## src/design/mbrpt_pkg.sv

```systemverilog
`timescale 1ns / 1ps
// ----------------------------------------------------------------------------
// MBR partition table parser package
// Shared types and constants for the sector 0 table parser.
// ----------------------------------------------------------------------------
package mbrpt_pkg;

    localparam int NUM_SLOTS  = 4;
    localparam int NUM_LANES  = 10;
    localparam int SLOT_W     = 2;
    localparam int OFFSET_W   = 4;
    localparam int LANE_W     = 4;

    localparam logic [8:0] TABLE_BASE  = 9'd446;
    localparam logic [8:0] TABLE_END   = 9'd510;
    localparam logic [8:0] SIG_POS_LOW = 9'd510;
    localparam logic [8:0] SIG_POS_HIGH = 9'd511;
    localparam logic [7:0] SIG_LOW     = 8'h55;
    localparam logic [7:0] SIG_HIGH    = 8'hAA;

    localparam logic [LANE_W-1:0] LANE_BOOT  = 4'd0;
    localparam logic [LANE_W-1:0] LANE_TYPE  = 4'd1;
    localparam logic [LANE_W-1:0] LANE_START = 4'd2;
    localparam logic [LANE_W-1:0] LANE_LEN   = 4'd6;

    localparam logic [1:0] ST_USABLE = 2'd0;
    localparam logic [1:0] ST_NONE   = 2'd1;
    localparam logic [1:0] ST_NO_SIG = 2'd2;

    typedef struct packed {
        logic                en;
        logic [SLOT_W-1:0]   slot;
        logic [OFFSET_W-1:0] offset;
        logic [7:0]          data;
    } t_wr_req;

    typedef struct packed {
        logic [7:0]  boot;
        logic [7:0]  ptype;
        logic [31:0] start;
        logic [31:0] len;
    } t_entry;

endpackage

```

## src/design/mbrpt_entry_store.sv

```systemverilog
`timescale 1ns / 1ps
// ----------------------------------------------------------------------------
// MBR table entry store
// Four-row byte-lane memory, one lane written per request, registered row read.
// ----------------------------------------------------------------------------
module mbrpt_entry_store (
    input  logic                                i_clk,
    input  mbrpt_pkg::t_wr_req                  i_wr,
    input  logic                                i_rd_en,
    input  logic [mbrpt_pkg::SLOT_W-1:0]        i_rd_addr,
    output mbrpt_pkg::t_entry                   o_rd_data
);
    import mbrpt_pkg::*;

    logic [7:0]        r_mem [NUM_SLOTS][NUM_LANES];
    t_entry            r_rd_data;
    logic              w_lane_en;
    logic [LANE_W-1:0] w_lane;

    always_comb begin
        w_lane_en = 1'b1;
        w_lane    = LANE_BOOT;
        case (i_wr.offset) inside
            4'd0: begin
                w_lane = LANE_BOOT;
            end
            4'd4: begin
                w_lane = LANE_TYPE;
            end
            [4'd8:4'd11]: begin
                w_lane = LANE_START + {2'b00, i_wr.offset[1:0]};
            end
            [4'd12:4'd15]: begin
                w_lane = LANE_LEN + {2'b00, i_wr.offset[1:0]};
            end
            default: begin
                w_lane_en = 1'b0;
            end
        endcase
    end

    always_ff @(posedge i_clk) begin
        if (i_wr.en && w_lane_en) begin
            r_mem[i_wr.slot][w_lane] <= i_wr.data;
        end
        if (i_rd_en) begin
            r_rd_data.boot  <= r_mem[i_rd_addr][0];
            r_rd_data.ptype <= r_mem[i_rd_addr][1];
            r_rd_data.start <= {r_mem[i_rd_addr][5], r_mem[i_rd_addr][4],
                                r_mem[i_rd_addr][3], r_mem[i_rd_addr][2]};
            r_rd_data.len   <= {r_mem[i_rd_addr][9], r_mem[i_rd_addr][8],
                                r_mem[i_rd_addr][7], r_mem[i_rd_addr][6]};
        end
    end

    assign o_rd_data = r_rd_data;

endmodule

```

## src/design/mbr_partition_table_parser.sv

```systemverilog
`timescale 1ns / 1ps
// ----------------------------------------------------------------------------
// MBR partition table parser
// Bytes 0..510 of sector 0 are taken one per cycle. Byte 511 stalls the input
// until all results of the sector are loaded into the output register: a missing
// signature loads one flag result; otherwise a check pass reads the four
// entries from the entry store (a read state and an evaluate state per slot),
// then each usable entry passes a read state and a load state, or one flag
// result is loaded if none is usable; output stalls lengthen the hold. A sync reset
// clears control state, position, signature byte, capacity and output valid.
// ----------------------------------------------------------------------------
module mbr_partition_table_parser (
    input  logic        i_clk,
    input  logic        i_rst_n,
    input  logic        i_in_valid,
    output logic        o_in_stall,
    input  logic [7:0]  i_sector_byte,
    output logic        o_out_valid,
    input  logic        i_out_stall,
    output logic [1:0]  o_status,
    output logic [1:0]  o_slot_index,
    output logic [7:0]  o_part_type,
    output logic [7:0]  o_boot_flag,
    output logic [31:0] o_start_lba,
    output logic [31:0] o_sector_count,
    output logic        o_last,
    input  logic        i_cfg_valid,
    output logic        o_cfg_ready,
    input  logic [63:0] i_cfg_data
);
    import mbrpt_pkg::*;

    typedef enum logic [2:0] {
        S_RX,
        S_CHK_RD,
        S_CHK_EV,
        S_EMIT_RD,
        S_EMIT_LD,
        S_FLAG
    } t_state;

    t_state              r_state, n_state;
    logic [8:0]          r_pos, n_pos;
    logic [7:0]          r_sig_low, n_sig_low;
    logic [63:0]         r_cap, n_cap;
    logic [SLOT_W-1:0]   r_cnt, n_cnt;
    logic [NUM_SLOTS-1:0] r_mask, n_mask;
    logic [1:0]          r_flag, n_flag;

    logic                r_out_valid, n_out_valid;
    logic [1:0]          r_out_status, n_out_status;
    logic [1:0]          r_out_slot, n_out_slot;
    logic [7:0]          r_out_type, n_out_type;
    logic [7:0]          r_out_boot, n_out_boot;
    logic [31:0]         r_out_start, n_out_start;
    logic [31:0]         r_out_count, n_out_count;
    logic                r_out_last, n_out_last;

    t_wr_req             w_wr;
    logic                w_rd_en;
    logic [SLOT_W-1:0]   w_rd_addr;
    t_entry              w_rd_data;
    logic                w_in_acc;
    logic                w_out_free;
    logic [8:0]          w_rel;
    logic [32:0]         w_end;
    logic                w_usable;
    logic [SLOT_W-1:0]   w_first;
    logic [NUM_SLOTS-1:0] w_rest;

    function automatic logic [SLOT_W-1:0] lowest_set(input logic [NUM_SLOTS-1:0] m);
        logic [SLOT_W-1:0] idx;
        idx = '0;
        for (int k = NUM_SLOTS - 1; k >= 0; k--) begin
            if (m[k]) begin
                idx = SLOT_W'(k);
            end
        end
        return idx;
    endfunction

    mbrpt_entry_store u_store (
        .i_clk     (i_clk),
        .i_wr      (w_wr),
        .i_rd_en   (w_rd_en),
        .i_rd_addr (w_rd_addr),
        .o_rd_data (w_rd_data)
    );

    assign o_in_stall  = (r_state != S_RX);
    assign o_cfg_ready = 1'b1;
    assign w_in_acc    = i_in_valid && (r_state == S_RX);
    assign w_out_free  = !r_out_valid || !i_out_stall;
    assign w_rel       = r_pos - TABLE_BASE;
    assign w_end       = {1'b0, w_rd_data.start} + {1'b0, w_rd_data.len};
    assign w_usable    = (w_rd_data.ptype != 8'd0) && (w_rd_data.len != 32'd0)
                         && ({31'd0, w_end} <= r_cap);
    assign w_first     = lowest_set(r_mask);
    assign w_rest      = r_mask & ~(NUM_SLOTS'(1) << r_cnt);

    always_comb begin
        n_state      = r_state;
        n_pos        = r_pos;
        n_sig_low    = r_sig_low;
        n_cap        = r_cap;
        n_cnt        = r_cnt;
        n_mask       = r_mask;
        n_flag       = r_flag;
        n_out_valid  = r_out_valid;
        n_out_status = r_out_status;
        n_out_slot   = r_out_slot;
        n_out_type   = r_out_type;
        n_out_boot   = r_out_boot;
        n_out_start  = r_out_start;
        n_out_count  = r_out_count;
        n_out_last   = r_out_last;

        w_wr.en      = 1'b0;
        w_wr.slot    = w_rel[5:4];
        w_wr.offset  = w_rel[3:0];
        w_wr.data    = i_sector_byte;
        w_rd_en      = 1'b0;
        w_rd_addr    = r_cnt;

        if (i_cfg_valid) begin
            n_cap = i_cfg_data;
        end
        if (r_out_valid && !i_out_stall) begin
            n_out_valid = 1'b0;
        end

        case (r_state)
            S_RX: begin
                if (w_in_acc) begin
                    n_pos = r_pos + 9'd1;
                    if (r_pos >= TABLE_BASE && r_pos < TABLE_END) begin
                        w_wr.en = 1'b1;
                    end
                    if (r_pos == SIG_POS_LOW) begin
                        n_sig_low = i_sector_byte;
                    end
                    if (r_pos == SIG_POS_HIGH) begin
                        if (r_sig_low == SIG_LOW && i_sector_byte == SIG_HIGH) begin
                            n_cnt   = '0;
                            n_mask  = '0;
                            n_state = S_CHK_RD;
                        end else begin
                            n_flag  = ST_NO_SIG;
                            n_state = S_FLAG;
                        end
                    end
                end
            end
            S_CHK_RD: begin
                w_rd_en   = 1'b1;
                w_rd_addr = r_cnt;
                n_state   = S_CHK_EV;
            end
            S_CHK_EV: begin
                n_mask[r_cnt] = w_usable;
                if (&r_cnt) begin
                    if (n_mask == '0) begin
                        n_flag  = ST_NONE;
                        n_state = S_FLAG;
                    end else begin
                        n_state = S_EMIT_RD;
                    end
                end else begin
                    n_cnt   = r_cnt + SLOT_W'(1);
                    n_state = S_CHK_RD;
                end
            end
            S_EMIT_RD: begin
                w_rd_en   = 1'b1;
                w_rd_addr = w_first;
                n_cnt     = w_first;
                n_state   = S_EMIT_LD;
            end
            S_EMIT_LD: begin
                if (w_out_free) begin
                    n_out_valid  = 1'b1;
                    n_out_status = ST_USABLE;
                    n_out_slot   = r_cnt;
                    n_out_type   = w_rd_data.ptype;
                    n_out_boot   = w_rd_data.boot;
                    n_out_start  = w_rd_data.start;
                    n_out_count  = w_rd_data.len;
                    n_out_last   = (w_rest == '0);
                    n_mask       = w_rest;
                    n_state      = (w_rest == '0) ? S_RX : S_EMIT_RD;
                end
            end
            S_FLAG: begin
                if (w_out_free) begin
                    n_out_valid  = 1'b1;
                    n_out_status = r_flag;
                    n_out_slot   = '0;
                    n_out_type   = '0;
                    n_out_boot   = '0;
                    n_out_start  = '0;
                    n_out_count  = '0;
                    n_out_last   = 1'b1;
                    n_state      = S_RX;
                end
            end
            default: begin
                n_state = S_RX;
            end
        endcase
    end

    always_ff @(posedge i_clk) begin
        if (!i_rst_n) begin
            r_state     <= S_RX;
            r_pos       <= '0;
            r_sig_low   <= '0;
            r_cap       <= '0;
            r_cnt       <= '0;
            r_mask      <= '0;
            r_flag      <= ST_NONE;
            r_out_valid <= 1'b0;
        end else begin
            r_state     <= n_state;
            r_pos       <= n_pos;
            r_sig_low   <= n_sig_low;
            r_cap       <= n_cap;
            r_cnt       <= n_cnt;
            r_mask      <= n_mask;
            r_flag      <= n_flag;
            r_out_valid <= n_out_valid;
        end
        r_out_status <= n_out_status;
        r_out_slot   <= n_out_slot;
        r_out_type   <= n_out_type;
        r_out_boot   <= n_out_boot;
        r_out_start  <= n_out_start;
        r_out_count  <= n_out_count;
        r_out_last   <= n_out_last;
    end

    assign o_out_valid    = r_out_valid;
    assign o_status       = r_out_status;
    assign o_slot_index   = r_out_slot;
    assign o_part_type    = r_out_type;
    assign o_boot_flag    = r_out_boot;
    assign o_start_lba    = r_out_start;
    assign o_sector_count = r_out_count;
    assign o_last         = r_out_last;

    a_no_rx_mid_sector: assert property (@(posedge i_clk) disable iff (!i_rst_n)
        (i_in_valid && !o_in_stall) |-> !(r_out_valid && !r_out_last))
        else $error("byte request taken while sector results pending");

    a_usable_fields: assert property (@(posedge i_clk) disable iff (!i_rst_n)
        (r_out_valid && r_out_status == ST_USABLE) |->
            (r_out_type != 8'd0 && r_out_count != 32'd0))
        else $error("usable result with zero type or length");

    a_flag_result: assert property (@(posedge i_clk) disable iff (!i_rst_n)
        (r_out_valid && r_out_status != ST_USABLE) |->
            (r_out_last && r_out_slot == 2'd0 && r_out_start == 32'd0))
        else $error("flag result not final or not cleared");

endmodule
```

## config.mk

```make
export PLATFORM = sky130hd
export DESIGN_NAME = mbr_partition_table_parser
export DESIGN_NICKNAME = d
export VERILOG_FILES = /design/src/design/mbrpt_pkg.sv /design/src/design/mbrpt_entry_store.sv /design/src/design/mbr_partition_table_parser.sv
export SDC_FILE = /design/constraint.sdc
export NUM_CORES = 1
export LEC_CHECK = 0
export BUFFER_PORTS_ARGS = -buffer_cell sky130_fd_sc_hd__buf_2
export CORE_MARGIN = 2
export CORE_UTILIZATION = 55
export CTS_BUF_LIST = sky130_fd_sc_hd__clkbuf_4 sky130_fd_sc_hd__clkbuf_8 sky130_fd_sc_hd__clkbuf_16
export DETAILED_ROUTE_END_ITERATION = 8
export PLACE_DENSITY = 0.74
export RECOVER_POWER = 100
export SLEW_MARGIN = 20
export SYNTH_ARGS = -nofsm -noshare
export SYNTH_HDL_FRONTEND = slang
export SYNTH_HIERARCHICAL = 1
export SYNTH_SLANG_ARGS = --single-unit
```

## constraint.sdc

```tcl
create_clock -name i_clk -period 7.65 [get_ports i_clk]
set_clock_uncertainty 0.15 [all_clocks]
set_input_delay 1.1475 -clock i_clk [delete_from_list [all_inputs] [get_ports i_clk]]
set_output_delay 1.1475 -clock i_clk [all_outputs]
set_load 0.03 [all_outputs]
```

Yosys cells after proc, flatten, opt, wreduce, memory -nomap -nowiden

Memory sizes are Yosys's and may differ from the RTL's. A register that Yosys moved wholly into a read port is not among the register bits.
Cells that the tools add are included.

$lt $le $gt $ge: 11
Mux-type cells: 70
Shift operators: 1
Reduce and logical (&&, ||, !) cells: 35
Bitwise operators: 3
Add/subtract/negate cells: 6
Equality and inequality tests: 19

Operators by type and width:

| kind                                              | number |
|---|---|
| case mux 32 bit (2 select lines)                  | 2 |
| 2-to-1 mux 32 bit                                 | 3 |
| 2-to-1 mux 80 bit                                 | 1 |
| <= comparator 33 x 64 -> 1 bit                    | 1 |
| 2-to-1 mux 2 bit                                  | 18 |
| adder 32 x 32 -> 33 bit                           | 1 |
| demux 8 bit (select 4 bit)                        | 1 |
| 2-to-1 mux 4 bit                                  | 8 |
| 2-to-1 mux 8 bit                                  | 4 |
| case mux 8 bit (2 select lines)                   | 2 |
| nonzero test 32 bit                               | 1 |
| 2-to-1 mux 3 bit                                  | 7 |
| equality test 9 bit, second input constant        | 2 |
| case mux 3 bit (6 select lines)                   | 1 |
| 2-to-1 mux 1 bit                                  | 15 |
| inequality test 2 bit, second input constant      | 7 |
| zero test 4 bit                                   | 3 |
| case mux 2 bit (2 select lines)                   | 3 |
| case mux 4 bit (3 select lines)                   | 1 |
| logical AND 1 bit                                 | 11 |
| AND reduction 5 bit                               | 2 |
| adder 9 x 1 -> 9 bit, second input constant       | 1 |
| >= comparator 9 bit, second input constant        | 1 |
| less-than comparator 9 bit, second input constant | 1 |
| other kinds (36)                                  | 48 |

Memory bits (writable): 320
Input port bits: 77
Register bits: 178
Memories kept: 1

Memory list:

| name          | depth | width | rd ports | clocked after memory_dff | wr ports | line                    | RTL |
|---|---|---|---|---|---|---|---|
| u_store.r_mem | 4     | 80    | 1        | 1                        | 1        | mbrpt_entry_store.sv:15 | `logic [7:0] r_mem [NUM_SLOTS][NUM_LANES];` |

Logic depth before layout (Yosys ltp)

Gate-level depths: netlist of the first run.

Depth in word-level cells: 13
Gate-level depth with buffers: 19

Cells and area by module

Netlist of the first run, hierarchy kept.

Modules (own cells, without submodules):

| module                     | instances | sequential area each (um2) | area an instance (um2) | cells each |
|---|---|---|---|---|
| mbrpt_entry_store          | 1         | 12,011.5                   | 14,241.2               | 559 |
| mbr_partition_table_parser | 1         | 4,414.2                    | 9,698.1                | 934 |

Worst setup path before layout of the first run

OpenSTA, ideal clock, no wires.

Kind: register to register
Start point: register r_state[2]
End point: register u_store/o_rd_data[0] (netlist name)
Path buffers: 3
Arrival: 6.039 ns
Clock period less this slack: 6.461 ns
Setup time: 0.272 ns
Setup slack: 1.189 ns
Required time: 7.228 ns
Cell stages (with the launch flop): 9
Path through: dfxtp_1 > clkbuf_1 > nor2b_1 > nand2_1 > a2111oi_0 > a21o_1 > buf_1 > buf_2 > mux4_2

Longest elaborated chain between the ends: 3
Elaborated cells on any way between the ends: 5

RTL lines:

| element                                                                             | line                              | RTL |
|---|---|---|
| start: declaration                                                                  | mbr_partition_table_parser.sv:42  | `t_state r_state, n_state;` |
| start signal: assignment                                                            | mbr_partition_table_parser.sv:223 | `r_state <= n_state;` |
| equality test 3 x 2 -> 1 bit / equality test 3 x 1 -> 1 bit (equally long branches) | mbr_partition_table_parser.sv:132 | `case (r_state)` |
| OR reduction 2 bit (no source line) *                                               | --                                |  |
| 2-to-1 mux 1 bit *                                                                  | mbr_partition_table_parser.sv:132 |  |
| net w_rd_en                                                                         | mbr_partition_table_parser.sv:60  | `logic w_rd_en;` |

Mark *: on every way through the listed nets, which the timed path passes. The rest lies on a longest branch.
A chain may end at the register's enable or synchronous reset.

Worst setup path in the final report of the first run

Start point: register r_state[0]
End point: register u_store/o_rd_data[60] (netlist name)

Longest elaborated chain between the ends: 3
Elaborated cells on any way between the ends: 5

RTL lines:

| element                                                                             | line |
|---|---|
| equality test 3 x 2 -> 1 bit / equality test 3 x 1 -> 1 bit (equally long branches) | mbr_partition_table_parser.sv:132 |
| OR reduction 2 bit (no source line) *                                               | -- |
| 2-to-1 mux 1 bit *                                                                  | mbr_partition_table_parser.sv:132 |
| net w_rd_en                                                                         | mbr_partition_table_parser.sv:60 |

Marked as above.

==> run_results.csv, run 1 <==
group,metric,value,unit
clock_network,clockBufferDepth,3,
yosys,netlist.area_leader.share,0.6084,
yosys,synth_cell_types,66,
yosys,synth_xor_area_frac,0.01281,
placed_design,dp_hpwl,32600,um
yosys,synth_fp_nets,1644,
clock_network,cts_resized,0,
clock_network,cts_tree,"built",
power_and_ir_drop,power_per_cell_area,234.2,nW/um^2
min_path,hold_depth,2,
yosys,async_reset_ff_frac,0,
grt,grt_pass1_wl,77470,um
die,dieArea,45210,um^2
critical_path,critical_path_class,"reg -> reg",
yosys,synth-edff-count,485,
status,violations,"max-capacitance violations, max-slew violations",
grt,antenna_found_initial,1,
clock_network,htree_num_levels,2,
sta,tns,0,ns
yosys,synth_warnings,6,
min_path,worstHoldPathType,"reg -> reg",
yosys,synth-compound-area-share,0.04641,
drt,initialDrtViolationCount,1174,
sta,fmax,166.6,MHz
yosys,yosysSeqAreaShare,0.6861,
drt,vias,13420,
critical_path,cp.arrival,6.18,ns
yosys,synth.area.top_cells,"edfxtp_1 (61%), dfxtp_1 (7.8%), mux4_2 (7.5%)",
status,status,"complete, but fails checks",
critical_path,r2r_cells,6,
die,dieWidth,212.6,um
yosys,synth_top_family_by_area,"multiplexers",
yosys,synth_common_cells,"edfxtp_1 (485), dfxtp_1 (93), and2_1 (88), mux4_2 (80), nor2b_1 (78)",
drt,vias_per_cell,5.773,
sta,hold_viol_final,0,
final_layout,finish.instance_area,27150,um^2
yosys,synth_area_per_cell,16.03,um^2
final_layout,area_growth,13.40,%
grt,grt-ovfl-total,0,
yosys,synthFlopType,"edfxtp_1",
die,dieHeight,212.6,um
critical_path,rr_startpoint,"r_state[0]$_SDFFE_PN0P_",
run,max_cap_viol_count,14,
final_layout,final_layout_size_suffix_gt1_frac,0.1542,
clock_network,clkTransAtPathRegs,0.06,ns
yosys,synth-seq-cells,578,
yosys,yosysTopAreaCell,"edfxtp_1",
drt,drt-wirelength-per-cell,21.86,um
critical_path,endpoint_kind,"flip-flop",
clock_network,cts-root-buf,"clkbuf_16",
grt,grt_usage,0.2297,
critical_path,cp_max_fo,38,
critical_path,crit_required,7.83,ns
clock_network,insertion_delay,0.62,ns
yosys,netlist_area,23940,um^2
critical_path,r2r-end,"u_store/o_rd_data[60]$_DFFE_PP_",
critical_path,start_kind,"flip-flop",
min_path,min_to,"r_cap[27]$_SDFFE_PN0P_",
clock_network,cts-buffers-inserted,57,
yosys,synthAdderAreaFrac,0.03899,
sta,rsz0062_at_grt,"no",
clock_network,ctsHoldBuffers,0,
drt,drt_first_pass_iters,5,
power_and_ir_drop,power.leakage,9.171,nW
sta,hold_ws,0.3667,ns
power_and_ir_drop,ir_drop,0.0001808,V
yosys,synth.most_common_cell,"edfxtp_1",
final_layout,final_util,0.6316,
sta,fin_crit_sh,0.7845,
sta,final-setup-viol-count,0,
placed_design,io_buffers,163,
clock_network,cts_sinks,578,
grt,grt_max_degree,98,
critical_path,cp-startpoint,"r_state[0]$_SDFFE_PN0P_",
sta,worst_pin_slew,3.893,ns
die,initial_core_util,0.5570,
sta,drv_slew,715,
drt,routed_wl,50800,um
final_layout,nets,1843,
placed_design,place.gp.congestion,0.8973,
yosys,synth-simple-area-share,0.08932,
min_path,hp-start,"r_cap[27]$_SDFFE_PN0P_",
die,ios,165,
sta,layout_min_cycle_time,6.001,ns
drt,drc,0,
yosys,synthMuxAreaShare,0.1062,
placed_design,place_area,25600,um^2
clock_network,post_cts_buffers,0,
drt,postRouteAntennaNets,0,
critical_path,r2r_slack,1.65,ns
sta,max-slew-margin-rel,-1.596,
grt,grt_pass1_vias,13500,
yosys,syn_inst,1493,
die,rows,76,
die,core,42980,um^2
==> power breakdown <==
part | internal (mW) | switching, mW | leakage [nW] | total, mW
registers | 3.42 | 0.0133 | 5.11 | 3.43
logic | 0.0603 | 0.0881 | 3.14 | 0.148
clock network | 1.60 | 1.18 | 0.915 | 2.78
==> sequential cells by signal, indices dropped and copies added (netlist names), 4 cells and up <==
register           flops
r_mask                 4
o_boot_flag            8
o_part_type            8
o_sector_count        32
r_sig_low              8
u_store/r_mem        320
r_cap                 64
o_start_lba           32
r_pos                  9
u_store/o_rd_data     80
==> cell families (layout without fill, tap and decap cells) <==
family,after synthesis,in the layout
buf+inv,114,359
other cells,1,2
compound gates,163,163
fa+ha+maj,74,74
simple gates,374,374
xor+xnor,35,35
mux,154,154
flops,578,578
==> per-stage QoR <==
stage	std cells	setup WS, ns	total power, mW
2_1_floorplan	1493	1.189	3.570
3_3_place_gp	2218	2.664	3.636
3_5_place_dp	2218	2.489	3.645
4_1_cts	2323	2.417	6.411
5_1_grt	2324	1.259	6.554
6_report	2324	1.649	6.358
==> layout by cell type, fill, tap and decap left out, types with 23 or more instances in the layout <==
| cell type | n |
|---|---|
| a21o_1 | 29 |
| edfxtp_1 | 485 |
| clkbuf_16 | 57 |
| nor3_1 | 51 |
| mux4_2 | 80 |
| a21oi_1 | 42 |
| clkbuf_1 | 119 |
| nand3_1 | 23 |
| mux2i_1 | 74 |
| and2_0 | 75 |
| nor2b_1 | 78 |
| dfxtp_1 | 93 |
| ha_1 | 73 |
| xnor2_1 | 24 |
| nand2_1 | 32 |
| nor2_1 | 30 |
| buf_2 | 75 |
| o21ai_0 | 32 |
| inv_1 | 55 |
==> how the worst max path moves through the flow <==
stage,endpoint,depth (start not counted),slack [ns]
2_1_floorplan,u_store/o_rd_data[0]$_DFFE_PP_,8,1.19
3_3_place_gp,r_flag[0]$_SDFFE_PN1P_,17,2.66
3_5_place_dp,r_flag[0]$_SDFFE_PN1P_,15,2.49
4_1_cts,r_flag[0]$_SDFFE_PN1P_,15,2.42
5_1_grt,o_sector_count[28]$_SDFFCE_PN0P_,3,1.26
6_report,u_store/o_rd_data[60]$_DFFE_PP_,6,1.65
==> layout make-up <==
type | instances | area (um^2)
multi-input combinational | 801 | 7027
timing repair buffer | 199 | 859.6
clock buffer | 71 | 1531
tap | 585 | 732.0
inverter | 55 | 206.4
fill | 3160 | 15830
clock inverter | 34 | 362.8
antenna | 1 | 2.502
sequential | 578 | 16430
==> per-layer routing <==
| layer | up-vias | GRT usage | wire length, um |
|---|---|---|---|
| met3 | 74 | 0.04815 | 3608 |
| met2 | 479 | 0.3771 | 24570 |
| met1 | 6744 | 0.3138 | 21520 |
| li1 | 6120 | - | - |
| met5 | - | 0 | 0 |
| met4 | 0 | 0.06342 | 1098 |
==> critical path: stages (launching register included) <==
cell and delay (ns):
dfxtp_1 0.65, nor2b_1 1.16, nand2_1 0.34, a2111oi_0 0.69, a21o_1 1.39, clkbuf_1 0.86
mux4_2 0.45
Power figures use the tool's default switching activity.
==> run 2: changes to the inputs <==
--- a/config.mk
+++ b/config.mk
@@ -5,12 +5,13 @@
 export SDC_FILE = /design/constraint.sdc
 export NUM_CORES = 1
 export LEC_CHECK = 0
+export ABC_AREA = 1
 export BUFFER_PORTS_ARGS = -buffer_cell sky130_fd_sc_hd__buf_2
 export CORE_MARGIN = 2
 export CORE_UTILIZATION = 55
 export CTS_BUF_LIST = sky130_fd_sc_hd__clkbuf_4 sky130_fd_sc_hd__clkbuf_8 sky130_fd_sc_hd__clkbuf_16
 export DETAILED_ROUTE_END_ITERATION = 8
-export PLACE_DENSITY = 0.74
+export PLACE_DENSITY = 0.76
 export RECOVER_POWER = 100
 export SLEW_MARGIN = 20
 export SYNTH_ARGS = -nofsm -noshare
==> constraint.sdc (replaced) <==
create_clock -name i_clk -period 5.4 [get_ports i_clk]
set_clock_uncertainty 0.15 [all_clocks]
set_input_delay 0.81 -clock i_clk [delete_from_list [all_inputs] [get_ports i_clk]]
set_output_delay 0.81 -clock i_clk [all_outputs]
set_load 0.03 [all_outputs]
==> run 2 against run 1 <==
Against the previous run:
- the run still ends with max-capacitance violations, max-slew violations left
- register-to-register slack got worse by 0.90 ns
- largest power group unchanged
- largest cell class unchanged
- worst hold slack lost 0.091 ns
- highest routed layer unchanged
- sequential cell count unchanged
- sequential power rose by 42%
==> run_results.csv, run 2 <==
group,metric,value,unit
drt,drc,0,
power_and_ir_drop,power_frac_comb,0.024,
grt,met2_usage,0.3779,
power_and_ir_drop,power_per_cell_area,329.8,nW/um^2
status,violations,"max-capacitance violations, max-slew violations",
die,ios,165,
power_and_ir_drop,total_power,9.036,mW
clock_network,clockBufferDepth,3,
critical_path,critical_path_class,"reg -> reg",
yosys,synthAdderAreaFrac,0.03831,
clock_network,cts_sinks,578,
grt,grt_usage,0.2351,
placed_design,io_buffers,163,
die,dieWidth,214.5,um
drt,routed_wl,54690,um
drt,vias,16360,
sta,fmax,215.1,MHz
final_layout,final_common_cell,"edfxtp_1",
final_layout,final_cell_mix,"edfxtp_1 (485), nor2_1 (363), o21ai_0 (256)",
yosys,synth.area.top_cells,"edfxtp_1 (60%), dfxtp_1 (7.6%), nor2_1 (5.6%)",
final_layout,nFillCells,3350,
yosys,synth_xor_area_frac,0.01222,
sta,drv_slew,606,
placed_design,dp_hpwl,35000,um
clock_network,cts_tree,"built",
yosys,synth.most_common_cell,"edfxtp_1",
power_and_ir_drop,swShare,0.2039,
yosys,async_reset_ff_frac,0,
yosys,yosysSeqAreaShare,0.6741,
yosys,netlist.area_leader.share,0.5977,
die,initial_core_util,0.5546,
clock_network,htree_num_levels,2,
final_layout,regMostFlops,"u_store/r_mem",
critical_path,cp_max_fo,58,
final_layout,multi_input_area,6688,um^2
power_and_ir_drop,pwr-share-seq,0.538,
clock_network,post_cts_buffers,0,
critical_path,start_kind,"flip-flop",
yosys,synth_area_per_cell,11.46,um^2
yosys,synth-simple-area-share,0.1096,
grt,grt_pass1_vias,15660,
yosys,yosysTopAreaCell,"edfxtp_1",
power_and_ir_drop,power.leakage,10.23,nW
yosys,synthMuxAreaShare,0,
power_and_ir_drop,p_int,7.194,mW
grt,grtUsageMet3,0.04851,
clock_network,clkTransAtPathRegs,0.06,ns
critical_path,endpoint_kind,"flip-flop",
yosys,synth-seq-cells,578,
clock_network,cts-buffers-inserted,55,
yosys,synthFlopType,"edfxtp_1",
placed_design,place.gp.congestion,0.8590,
die,rows,77,
final_layout,diodes,0,
run,max_cap_viol_count,13,
yosys,syn_inst,2127,
placed_design,place_inst,2815,
yosys,synth_top_family_by_area,"compound AO/OA/AOI/OAI gates",
yosys,synth_cell_types,56,
clock_network,cts_resized,0,
drt,initialDrtViolationCount,1805,
yosys,synth_fp_nets,2278,
die,core,43930,um^2
min_path,hold_depth,3,
sta,fin_ws,0.7518,ns
min_path,worstHoldPathType,"in -> reg",
sta,rsz0062_at_grt,"no",
final_layout,largest_reg_flops,320,
drt,postRouteAntennaNets,0,
clock_network,ctsHoldBuffers,0,
final_layout,fin_cells,2921,
critical_path,r2r_cells,4,
power_and_ir_drop,clockPowerShare,0.438,
critical_path,cp.arrival,4.66,ns
drt,drt_first_pass_iters,5,
grt,grt-ovfl-total,0,
sta,hold_viol_final,0,
die,dieHeight,214.5,um
grt,grt_util_met1,0.3217,
clock_network,cts-root-buf,"clkbuf_16",
die,dieArea,46000,um^2
yosys,netlist_area,24370,um^2
yosys,synth-edff-count,485,
grt,antenna_found_initial,0,
final_layout,nets,2433,
sta,tns,0,ns
placed_design,preCtsSetupSlack,1.319,ns
final_layout,final_layout_size_suffix_gt1_frac,0.09489,
yosys,synth_warnings,6,
status,status,"complete, but fails checks",
yosys,synth-compound-area-share,0.1147,
sta,max-slew-margin-rel,-1.730,
sta,worst_pin_slew,4.094,ns
grt,busiest_layer,"met2",
grt,grt_max_degree,161,
critical_path,crit_required,5.41,ns
sta,hold_ws,0.2755,ns
clock_network,insertion_delay,0.63,ns
sta,final-setup-viol-count,0,
drt,vias_per_cell,5.599,
sta,layout_min_cycle_time,4.648,ns
final_layout,final-seq-area,16430,um^2
drt,drt-wirelength-per-cell,18.72,um
power_and_ir_drop,power_switching,1.842,mW
grt,grt_pass1_wl,84740,um
yosys,synth_common_cells,"edfxtp_1 (485), nor2_1 (362), o21ai_0 (247), nand2_1 (208), inv_1 (198)",
power_and_ir_drop,ir_drop,0.0002361,V
final_layout,area_growth,12.44,%
sta,fin_crit_sh,0.8608,
==> run 2: changes by cell type in the layout (fill, tap and decap cells not counted), sizes merged, moves of 32 or more <==
cell and change:
nor2 +335, o21ai +236, nand2 +178, inv +155
and2 -87, mux4 -80, o22ai +80, nor2b -78
mux2i -74, a21oi +62, nor3 -32
==> run 2: path summary, 6_finish.rpt <==
check / startpoint / to / slack [ns]
setup / recovery: r_state[0]$_SDFFE_PN0P_ / u_store/o_rd_data[69]$_DFFE_PP_ / 0.75
hold / removal: i_cfg_data[62] / r_cap[62]$_SDFFE_PN0P_ / 0.28
setup reg to reg: r_state[0]$_SDFFE_PN0P_ / u_store/o_rd_data[69]$_DFFE_PP_ / 0.75
hold reg to reg: r_flag[0]$_SDFFE_PN1P_ / r_flag[0]$_SDFFE_PN1P_ / 0.31
==> run 2: cells by family after synthesis <==
group / Yosys count
simple gates: 656
flops: 578
compound gates: 485
buf+inv: 299
fa+ha+maj: 74
xor+xnor: 34
other cells: 1
==> run 2: metal layers <==
layer / wire, um / vias to the layer above / share of wire
met5: 0 / - / 0
met4: 1583 / 0 / 0.029
met3: 4561 / 107 / 0.083
met2: 25900 / 699 / 0.47
met1: 22640 / 7807 / 0.41
li1: - / 7742 / -
==> run 2: layout make-up <==
type / count / area share
Sequential cell: 578 / 0.5996
Multi-Input combinational cell: 1250 / 0.2441
Clock buffer: 63 / 0.05289
Timing Repair Buffer: 185 / 0.03092
Inverter: 212 / 0.02923
Tap cell: 592 / 0.02704
Clock inverter: 41 / 0.01626
==> run 2: worst max-delay path, cell delays in order (launching register included) <==
cell and delay (ns):
dfxtp_1 0.36, inv_1 0.09, nor2_4 0.09, clkbuf_1 1.04, clkbuf_1 2.40
==> run 2: power by group through the flow <==
| stage | combinational [mW] | clock (mW) | sequential, mW |
|---|---|---|---|
| after floorplan | 0.112 | 0 | 4.95 |
| after global placement | 0.208 | 0 | 4.95 |
| after detailed placement | 0.218 | 0 | 4.95 |
| after CTS | 0.220 | 4.01 | 4.86 |
| after global routing | 0.248 | 4.19 | 4.86 |
| final | 0.217 | 3.96 | 4.86 |
==> run 2: through the flow <==
stage	instance area, um^2	util
6_report	27400	0.6236
5_1_grt	27400	0.6236
4_1_cts	27580	0.6278
3_5_place_dp	25690	0.5847
3_3_place_gp	25690	0.5847
2_1_floorplan	24370	-
==> run 3: changes to the inputs <==
--- a/config.mk
+++ b/config.mk
@@ -7,11 +7,12 @@
 export LEC_CHECK = 0
 export ABC_AREA = 1
 export BUFFER_PORTS_ARGS = -buffer_cell sky130_fd_sc_hd__buf_2
-export CORE_MARGIN = 2
+export CORE_ASPECT_RATIO = 1.5
+export CORE_MARGIN = 4
 export CORE_UTILIZATION = 55
 export CTS_BUF_LIST = sky130_fd_sc_hd__clkbuf_4 sky130_fd_sc_hd__clkbuf_8 sky130_fd_sc_hd__clkbuf_16
 export DETAILED_ROUTE_END_ITERATION = 8
-export PLACE_DENSITY = 0.76
+export PLACE_DENSITY = 0.74
 export RECOVER_POWER = 100
 export SLEW_MARGIN = 20
 export SYNTH_ARGS = -nofsm -noshare
==> constraint.sdc (replaced) <==
create_clock -name i_clk -period 4.7 [get_ports i_clk]
set_clock_uncertainty 0.15 [all_clocks]
set_input_delay 0.705 -clock i_clk [delete_from_list [all_inputs] [get_ports i_clk]]
set_output_delay 0.705 -clock i_clk [all_outputs]
set_load 0.03 [all_outputs]
==> run 3 against run 2 <==
Against the previous run:
- the flow still finishes with violations (max-capacitance violations, max-slew violations)
- cell area fell by 0.71%
- core utilization fell by 0.36 points
- worst hold slack got worse by 0.066 ns
- cell count fell by 0.92%
- critical path depth rose by 24
- via count fell by 0.62%
- non-clock buffer count did not move
- sequential share of layout area rose by 0.43 points
- sequential power rose by 15%
- critical endpoint is now r_flag[0]$_SDFFE_PN1P_
==> run_results.csv, run 3 (synthesis gave the netlist of run 2 again) <==
group,metric,value,unit
status,status,"complete, but fails checks",
status,violations,"max-capacitance violations, max-slew violations",
grt,grt_pass1_vias,16080,
min_path,hold_depth,3,
critical_path,cp_max_fo,3,
min_path,hp-start,"i_cfg_data[56]",
final_layout,nets,2429,
critical_path,r2r_slack,0.54,ns
sta,hold_ws,0.2091,ns
die,dieArea,47800,um^2
critical_path,rr_startpoint,"u_store/o_rd_data[0]$_DFFE_PP_",
drt,vias,16250,
final_layout,nFillCells,3355,
power_and_ir_drop,power_per_cell_area,370.7,nW/um^2
grt,grt_usage,0.2300,
clock_network,cts_tree,"built",
drt,drc,0,
clock_network,post_cts_buffers,0,
placed_design,place.gp.congestion,0.8944,
drt,initialDrtViolationCount,1447,
drt,drt_first_pass_iters,6,
grt,grt-ovfl-total,0,
critical_path,crit_required,5.02,ns
clock_network,cts_sinks,578,
sta,hold_viol_final,0,
sta,final-setup-viol-count,0,
drt,vias_per_cell,5.616,
grt,grt_pass1_wl,88050,um
final_layout,diodes,0,
critical_path,critical_path_class,"reg -> reg",
clock_network,clockBufferDepth,3,
power_and_ir_drop,power.leakage,10.15,nW
final_layout,largest_reg_flops,320,
critical_path,cpPeakStageDelay,0.42,ns
die,ios,165,
grt,antenna_found_initial,0,
sta,drv_slew,647,
drt,postRouteAntennaNets,0,
drt,drt-wirelength-per-cell,19.47,um
sta,tns,0,ns
clock_network,htree_num_levels,2,
die,rows,94,
power_and_ir_drop,total_power,10.08,mW
clock_network,cts-buffers-inserted,51,
clock_network,ctsHoldBuffers,0,
sta,fin_crit_sh,0.8861,
sta,fmax,240.1,MHz
final_layout,final_layout_size_suffix_gt1_frac,0.09060,
clock_network,cts_resized,0,
clock_network,clkTransAtPathRegs,0.06,ns
sta,worst_pin_slew,2.778,ns
placed_design,dp_hpwl,37380,um
sta,fin_ws,0.5354,ns
final_layout,final_cell_mix,"edfxtp_1 (485), nor2_1 (364), o21ai_0 (245)",
clock_network,cts-root-buf,"clkbuf_16",
clock_network,insertion_delay,0.58,ns
critical_path,critPathMostFrequentCell,"nand2_1",
critical_path,r2r_cells,28,
drt,routed_wl,56330,um
critical_path,cp.arrival,4.48,ns
final_layout,final_common_cell,"edfxtp_1",
final_layout,finish.instance_area,27200,um^2
sta,rsz0062_at_grt,"no",
final_layout,fin_cells,2894,
critical_path,start_kind,"flip-flop",
sta,max-slew-margin-rel,-0.8523,
final_layout,multi_input_area,6679,um^2
placed_design,place_area,25690,um^2
final_layout,area_growth,11.64,%
die,dieWidth,179.9,um
die,core,43870,um^2
critical_path,crit_slowest_cell,"fa_1",
placed_design,preCtsSetupSlack,0.5358,ns
power_and_ir_drop,ir_drop,0.0002562,V
final_layout,final-seq-area,16430,um^2
die,initial_core_util,0.5554,
final_layout,final_util,0.6200,
critical_path,endpoint_kind,"flip-flop",
grt,grt_max_degree,161,
die,dieHeight,265.8,um
critical_path,r2r-end,"r_flag[0]$_SDFFE_PN1P_",
min_path,worstHoldPathType,"in -> reg",
final_layout,regMostFlops,"u_store/r_mem",
run,max_cap_viol_count,13,
placed_design,io_buffers,163,
sta,layout_min_cycle_time,4.165,ns
placed_design,place_inst,2801,
min_path,min_to,"r_cap[56]$_SDFFE_PN0P_",
-- run 3: changes by cell type in the layout (fill, tap and decap cells not counted), moves of 3 or more --
cell and change:
buf_2 -3, clkbuf_1 +4, clkbuf_4 +3, clkinv_1 -3, clkinv_2 -5, clkinvlp_4 -3, o21ai_0 -11, o21ai_1 +9
-- run 3: area by class of cell --
cell class / instances / share of cell area
Clock buffer: 65 / 0.05317
Sequential cell: 578 / 0.6039
Inverter: 212 / 0.02953
Multi-Input combinational cell: 1250 / 0.2455
Timing Repair Buffer: 185 / 0.03050
Clock inverter: 28 / 0.01090
Tap cell: 576 / 0.02649
-- run 3: power breakdown --
| group | switching [mW] | internal (mW) |
|---|---|---|
| clock network | 1.79 | 2.46 |
| registers | 0.0189 | 5.56 |
| logic | 0.174 | 0.0757 |
-- run 3: layer usage --
metal  track usage  vias to the layer above  wire length [um]
met5             0                        -                 0
met4       0.08036                        0              1951
met3       0.02882                      104              2717
met2        0.4266                      534             29770
met1        0.2771                     7899             21890
li1              -                     7717                 -
-- run 3: critical path: cells and delay by family, from the launching register on --
kind / cells / cell delay [ns]
AO/OA/AOI/OAI: 6 / 0.93
adder cells (fa/ha/maj): 3 / 0.88
XOR/XNOR: 1 / 0.15
AND/OR/NAND/NOR: 17 / 1.52
buffers and inverters: 1 / 0.06
flip-flops: 1 / 0.38
-- run 3: worst max path at each step --
stage | from | to | slack, ns | cells past startpoint
5_1_grt | u_store/o_rd_data[0]$_DFFE_PP_ | r_flag[0]$_SDFFE_PN1P_ | 0.04 | 28
3_5_place_dp | u_store/o_rd_data[0]$_DFFE_PP_ | r_flag[0]$_SDFFE_PN1P_ | 0.54 | 28
2_1_floorplan | r_state[0]$_SDFFE_PN0P_ | u_store/o_rd_data[35]$_DFFE_PP_ | 0.50 | 13
6_report | u_store/o_rd_data[0]$_DFFE_PP_ | r_flag[0]$_SDFFE_PN1P_ | 0.54 | 28
3_3_place_gp | u_store/o_rd_data[0]$_DFFE_PP_ | r_flag[0]$_SDFFE_PN1P_ | 0.60 | 28
4_1_cts | u_store/o_rd_data[0]$_DFFE_PP_ | r_flag[0]$_SDFFE_PN1P_ | 0.53 | 28
